[src/rtl/prim_mst_ram.sv]
// Generic single-write, single-read synchronous RAM with registered read data.
// No dependencies.
module prim_mst_ram #(
  parameter int WIDTH = 8,
  parameter int DEPTH = 16
) (
  input  logic                     clk,
  input  logic                     we,
  input  logic [$clog2(DEPTH)-1:0] waddr,
  input  logic [WIDTH-1:0]         wdata,
  input  logic [$clog2(DEPTH)-1:0] raddr,
  output logic [WIDTH-1:0]         rdata
);

  logic [WIDTH-1:0] mem [DEPTH];

  // Write one entry and read one entry, with registered read data
  always_ff @(posedge clk) begin
    if (we) begin
      mem[waddr] <= wdata;
    end
    rdata <= mem[raddr];
  end

endmodule

[config.mk]
export PLATFORM = sky130hd
export DESIGN_NAME = prim_mst_ram
export DESIGN_NICKNAME = d
export VERILOG_FILES = /design/src/rtl/prim_mst_ram.sv
export SDC_FILE = /design/constraint.sdc
export NUM_CORES = 1
export LEC_CHECK = 0
export BUFFER_PORTS_ARGS = -buffer_cell sky130_fd_sc_hd__buf_2
export CAP_MARGIN = 20
export CORE_MARGIN = 2
export CORE_UTILIZATION = 60
export CTS_CLUSTER_SIZE = 40
export DETAILED_ROUTE_END_ITERATION = 6
export HOLD_SLACK_MARGIN = 0.06
export PLACE_DENSITY = 0.77
export SLEW_MARGIN = 25
export SYNTH_ARGS = -nofsm -noshare
export SYNTH_HDL_FRONTEND = slang
export SYNTH_SLANG_ARGS = --single-unit
[constraint.sdc]
create_clock -name clk -period 2.5 [get_ports clk]
set_input_delay 0.5 -clock clk [delete_from_list [all_inputs] [get_ports clk]]
set_output_delay 0.5 -clock clk [all_outputs]
set_load 0.01 [all_outputs]
==> metrics, run 1 <==
run status=complete, no violations; number of sinks driven by the clock tree=136; post-layout utilization of the core=0.733; share of cells above drive strength 1=0.306; category of the most critical setup path=reg2out; FMAX=673 MHz; global routing usage summed across all routing layers=0.225; fraction of the cycle the final worst path needs=0.594; total negative slack=0 ns; GR Util met2=0.347; post-layout minimum cycle time=1.49 ns; number of hold violations in the final report=0; die span in x=96.6 um; initial antenna violation count=0; Syn Std Cell Area=0.00515 mm^2; first drt pass iteration count=5; nature of the critical path endpoint=output port; worst hold path class=in2reg; H-Tree Level Count=4; cells along the critical path=buf_2; met3 global-route usage=0.0614; clk_skew=0.00879 ns; Slew HR=0.528; floorplan die area=0.00934 mm^2; number of nets produced by synthesis=247; Mapped Avg Cell Area=22.5 um^2; cell with the largest stage delay on the worst path=dfxtp_1; register bit count reported by yosys=136; Residual DRC=0; number of global-route vias before repair=2,567; worst-skew pair later-pin latency=0.52 ns; antenna-violating nets left=0; number of library cell types mapped by synthesis=19; Inserted Diodes=0; Worst Hold Slack=0.367 ns; total of endpoints with negative setup slack in the final report=0; wire length of the first global-routing pass=15,200 um; Most Crowded Layer GR=met2; setup slack at placement=0.530 ns; global-route met1 utilization=0.315; count of hold-fix buffers inserted at cts=0; buffer levels on the longest clock path=2; clock slew at the register clock pins of the worst setup and hold paths=0.06 ns; critical path data required time=2.00 ns; routed wire length=9610 um; layout overhead on the synthesized area=17.7%; Critical Path AT=0.99 ns; average detailed-routed wire length per instance=24.1 um; standby leakage power=2.09 nW; largest fanout on the critical path=1; Seq/Total Area, Yosys=0.778; clock buffers created by TritonCTS=17; kind of cell adding the most delay to the critical path=flip-flops; total congestion overflow=0; number of setup buffers added after CTS=0; count of fill cells added during filler insertion=481; count of input and output buffers=25; DR vias=2,497; routability congestion estimate=0.800; biggest cell delay along the critical path=0.33 ns; CTS tree=yes; initial core utilization=0.623; post-route setup slack=1.01 ns; CTS resizes=0; Worst Setup Start Kind=register; count of boundary I/O pins=26; max-slew violation count=0; total of warnings raised by yosys=0; pwr dens=861 mW/mm^2; cell count after synthesis=229; placeable core area=0.00826 mm^2; worst supply voltage drop on vdd=0.000535 V; internal reg-to-reg setup slack=1.12 ns; Worst-Margin Slew=0.706 ns; largest net degree at the start of global routing=33; Crit path buffers/inverters=1; clock root buffer master=clkbuf_8; setup repair after global routing missed its margin=false; number of vias per cell after detailed routing=6.26; # Max-Cap Violations=0; height of the chip=96.6 um; HPWL after detailed placement=5800 um; Design Power=5.21 mW; first-iteration detailed-routing DRC count=271; Nets=299; total number of placement rows=33
## final timing paths
kind                   startpoint  cells past startpoint              endpoint
max              rdata[4]$_DFF_P_                      1              rdata[4]
min                      wdata[0]                      1  mem[10][0]$_DFFE_PP_
max reg2reg   mem[3][7]$_DFFE_PP_                      3      rdata[7]$_DFF_P_
min reg2reg  mem[14][3]$_DFFE_PP_                      3      rdata[3]$_DFF_P_
## cells in the final DEF (no fill, tap or decap)
cell type	instances
nor2b_1	1
buf_2	25
clkinvlp_4	1
buf_4	16
mux4_1	14
a22oi_1	16
nor3_1	4
clkbuf_1	3
nand2b_1	2
buf_12	2
bufinv_16	3
clkbuf_8	3
clkbuf_16	16
mux4_2	18
and2b_1	1
clkinv_1	1
nor2_1	13
nand3_1	1
clkinv_2	5
edfxtp_1	128
or3b_2	1
dfxtp_1	8
and2_1	1
nand2_1	9
nand3b_1	2
## cell families after synthesis
| kind of cell | count (synthesis) | share of synthesized area |
|---|---|---|
| flops | 136 | 0.778 |
| simple gates | 35 | 0.0318 |
| compound gates | 16 | 0.0233 |
| buf+inv | 10 | 0.0168 |
| mux | 32 | 0.150 |
## synthesized netlist by cell type
cell             count  share of area
nor3_1               4         0.0039
dfxtp_1              8          0.031
mux4_1              14          0.071
buf_6                3         0.0066
edfxtp_1           128           0.75
buf_4                1         0.0015
nor2_1              13         0.0095
and2b_1              1         0.0015
nand2b_1             2         0.0024
clkdlybuf4s25_2      3         0.0058
mux4_2              18          0.079
nand3b_1             2         0.0029
and2_1               1         0.0012
or3b_2               1         0.0017
nand3_1              1        0.00097
nor2b_1              1         0.0012
a22oi_1             16          0.023
buf_2                3         0.0029
nand2_1              9         0.0066
## where the power goes
group	internal [mW]	switching [mW]
logic	0.101	0.136
registers	2.55	0.0141
clock network	1.56	0.853
total	4.21	1.00
## final cells by class
class	count	area, um^2	share of cell area
tap	105	131	0.0217
clock buffer	22	453	0.0748
clock inverter	10	126	0.0209
multi-input combinational	83	1060	0.175
timing repair buffer	43	285	0.0471
sequential	136	4000	0.661
## sequential cells by signal, summed over array words and instances, names as in the netlist
name and flops:
rdata 8, mem 128
## stage by stage
| step | area (um^2) | cells |
|---|---|---|
| floorplan | 5150 | 229 |
| global placement | 5480 | 367 |
| detailed placement | 5480 | 367 |
| global route | 6060 | 399 |
| CTS | 6060 | 399 |
| finish | 6060 | 399 |
## per-layer routing
metal  part of all wire  vias up  wire, um
met3              0.065       12       626
met5                  0        -         0
li1                   -     1074         -
met2               0.52      109      5020
met1               0.40     1302      3860
met4              0.011        0       103
No activity file was read; power rests on OpenSTA's default activity.
==> run 2, diff against run 1 <==
--- a/config.mk
+++ b/config.mk
@@ -8,11 +8,11 @@
 export BUFFER_PORTS_ARGS = -buffer_cell sky130_fd_sc_hd__buf_2
 export CAP_MARGIN = 20
 export CORE_MARGIN = 2
-export CORE_UTILIZATION = 60
+export CORE_UTILIZATION = 54
 export CTS_CLUSTER_SIZE = 40
 export DETAILED_ROUTE_END_ITERATION = 6
 export HOLD_SLACK_MARGIN = 0.06
-export PLACE_DENSITY = 0.77
+export PLACE_DENSITY = 0.73
 export SLEW_MARGIN = 25
 export SYNTH_ARGS = -nofsm -noshare
 export SYNTH_HDL_FRONTEND = slang
==> constraint.sdc (replaced) <==
create_clock -name clk -period 1.3 [get_ports clk]
set_input_delay 0.26 -clock clk [delete_from_list [all_inputs] [get_ports clk]]
set_output_delay 0.26 -clock clk [all_outputs]
set_load 0.01 [all_outputs]
==> metrics, run 2 (same netlist as run 1, synthesis figures left out) <==
initial antenna violation count=0 (unchanged); internal reg-to-reg setup slack=0.006 ns (-1.11 ns); Combinational Power Share=0.053 (+0.007); FMAX=773 MHz; run status=complete, no violations; first drt pass iteration count=4 (-1); R2R Path End=rdata[1]$_DFF_P_; standby leakage power=2.10 nW (+0.65%); global-route met1 utilization=0.291 (-0.0244); total number of placement rows=35 (+6.1%); Design Power=9.83 mW (+89%); CTS tree=yes; largest net degree at the start of global routing=17 (-48%); DR vias=2,464 (-1.3%); Post-Layout Cell Count=434 (+8.8%); Slew HR=0.440 (-0.0880); number of hold violations in the final report=0 (unchanged); fraction of the cycle the final worst path needs=0.995; HPWL after detailed placement=6170 um (+6.4%); GR Util met2=0.322 (-0.0248); Inserted Diodes=0 (unchanged); Int Power=7.84 mW (+86%); sink of the worst hold path=mem[14][6]$_DFFE_PP_; most common cell after layout, fill and taps aside=edfxtp_1; die span in x=102 um (+5.2%); nature of the critical path endpoint=register; number of sinks driven by the clock tree=136 (unchanged); Worst Hold Slack=0.118 ns (-0.249 ns); clock root buffer master=clkbuf_8; worst supply voltage drop on vdd=0.000929 V (+73%); layout overhead on the synthesized area=21.1%; Critical Path AT=1.69 ns (+0.70 ns); Worst-Margin Slew=0.837 ns (+0.130 ns); total negative slack=0 ns (unchanged); instance count after placement with tap cells included=402 (+9.5%); Nets=310 (+3.7%); H-Tree Level Count=4 (unchanged); category of the most critical setup path=reg2reg; Largest register FFs=128 (unchanged); share of cells above drive strength 1=0.413 (+0.107); Residual DRC=0 (unchanged); Worst Setup Start Kind=register; placeable core area=0.00924 mm^2 (+12%); number of vias per cell after detailed routing=5.68 (-9.3%); Reg power frac=0.502 (+0.010); length in cells of the worst reg-to-reg path=3 (unchanged); leading registers by flop count=mem: 128 flops, rdata: 8 flops; reported net switching power=1.99 mW (+98%); wire length of the first global-routing pass=14,600 um (-3.7%); total congestion overflow=0 (unchanged); total of endpoints with negative setup slack in the final report=0 (unchanged); average detailed-routed wire length per instance=21.8 um (-9.4%); highest-count cells in the layout ignoring fill and taps=edfxtp_1 (128), mux4_2 (31), buf_2 (25), buf_4 (20), clkbuf_16 (16); critical path data required time=1.70 ns (-0.30 ns); met3 global-route usage=0.0621 (+0.000696); post-layout minimum cycle time=1.29 ns; R2R Path Start=mem[15][1]$_DFFE_PP_; worst hold path class=in2reg; clk_skew=0.00679 ns (-0.00200 ns); part of the total power dissipated in the clock network=0.445 (-0.017); number of setup buffers added after CTS=0 (unchanged); clock buffers created by TritonCTS=17 (unchanged); count of fill cells added during filler insertion=593 (+23%); buffer levels on the longest clock path=2 (unchanged); number of global-route vias before repair=2,556 (-0.43%); largest fanout on the critical path=1 (unchanged); Hold Crit Start=wdata[6]; setup repair after global routing missed its margin=true; fraction of power spent switching nets=0.202 (+0.00982); antenna-violating nets left=0 (unchanged); clock slew at the register clock pins of the worst setup and hold paths=0.06 ns (about the same); worst-skew pair later-pin latency=0.51 ns (about the same); initial core utilization=0.557 (-0.0663); Most Crowded Layer GR=met2; floorplan die area=0.0103 mm^2 (+11%); pwr dens=1580 mW/mm^2 (+83%); max-slew violation count=0 (unchanged); routability congestion estimate=0.755 (-5.6%); instance count along the most critical hold path=1 (unchanged); height of the chip=102 um (+5.2%); count of boundary I/O pins=26 (unchanged); # Max-Cap Violations=0 (unchanged); global routing usage summed across all routing layers=0.208 (-0.0166); first-iteration detailed-routing DRC count=177 (-35%); count of input and output buffers=25 (unchanged); routed wire length=9480 um (-1.4%); register containing the most flip-flops in the final layout=mem
run 2: cell count changes in the layout (fill, tap and decap cells not counted), moves of 3 or more:
| cell | before | now |
|---|---|---|
| buf_4 | 16 | 20 |
| mux4_2 | 18 | 31 |
| a22oi_2 | 0 | 3 |
| nor3_2 | 0 | 3 |
| nor3_1 | 4 | 0 |
| mux4_1 | 14 | 1 |
| nor2_1 | 13 | 10 |
| nor2_2 | 0 | 3 |
| a22oi_1 | 16 | 13 |
| buf_12 | 2 | 9 |
run 2: layer usage:
metal | part of all wire | up-vias
li1 | - | 1089
met1 | 0.44 | 1285
met2 | 0.50 | 81
met3 | 0.060 | 9
met4 | 0.0074 | 0
met5 | 0 | -
run 2: area by class of cell:
cell class / instances / area, um^2 / area share
Tap cell: 129 / 161 / 0.0259
Clock inverter: 14 / 133 / 0.0213
Timing Repair Buffer: 54 / 455 / 0.0731
Multi-Input combinational cell: 83 / 1060 / 0.170
Sequential cell: 136 / 4010 / 0.643
Clock buffer: 18 / 418 / 0.0671
run 2: worst max-delay path, stage by stage (launching register included):
cell	delay, ns
edfxtp_1	0.40
mux4_2	0.53
a22oi_2	0.18
nand2_1	0.07
run 2: how the worst max path moves through the flow:
stage	from	to	slack [ns]	depth (start not counted)
2_1_floorplan	waddr[2]	mem[0][0]$_DFFE_PP_	-0.06	2
3_3_place_gp	raddr[0]	rdata[3]$_DFF_P_	-0.35	5
3_5_place_dp	raddr[0]	rdata[3]$_DFF_P_	-0.40	5
4_1_cts	mem[15][1]$_DFFE_PP_	rdata[1]$_DFF_P_	-0.02	3
5_1_grt	mem[15][1]$_DFFE_PP_	rdata[1]$_DFF_P_	-0.04	3
6_report	mem[15][1]$_DFFE_PP_	rdata[1]$_DFF_P_	0.006	3
run 2: power groups by stage:
stage	clock (mW)	sequential, mW	combinational (mW)
after floorplan	0	5.03	0.274
after global placement	0	5.02	0.504
after detailed placement	0	5.03	0.517
after CTS	4.45	4.94	0.526
after global routing	4.62	4.95	0.564
final	4.38	4.94	0.518
run 2: repair_timing:
item,in CTS,in global routing
endpoints found under the setup margin,4,5
resized for setup,3,3
hold buffers,0,0
pin swaps,0,1
run 2: per-stage QoR:
step	utilization	instance area (um^2)	setup slack, ns
final	0.674	6230	0.00589
after global routing	0.674	6230	-0.0379
after CTS	0.675	6230	-0.0200
after detailed placement	0.614	5670	-0.398
after global placement	0.614	5670	-0.345
after floorplan	-	5180	-0.0630
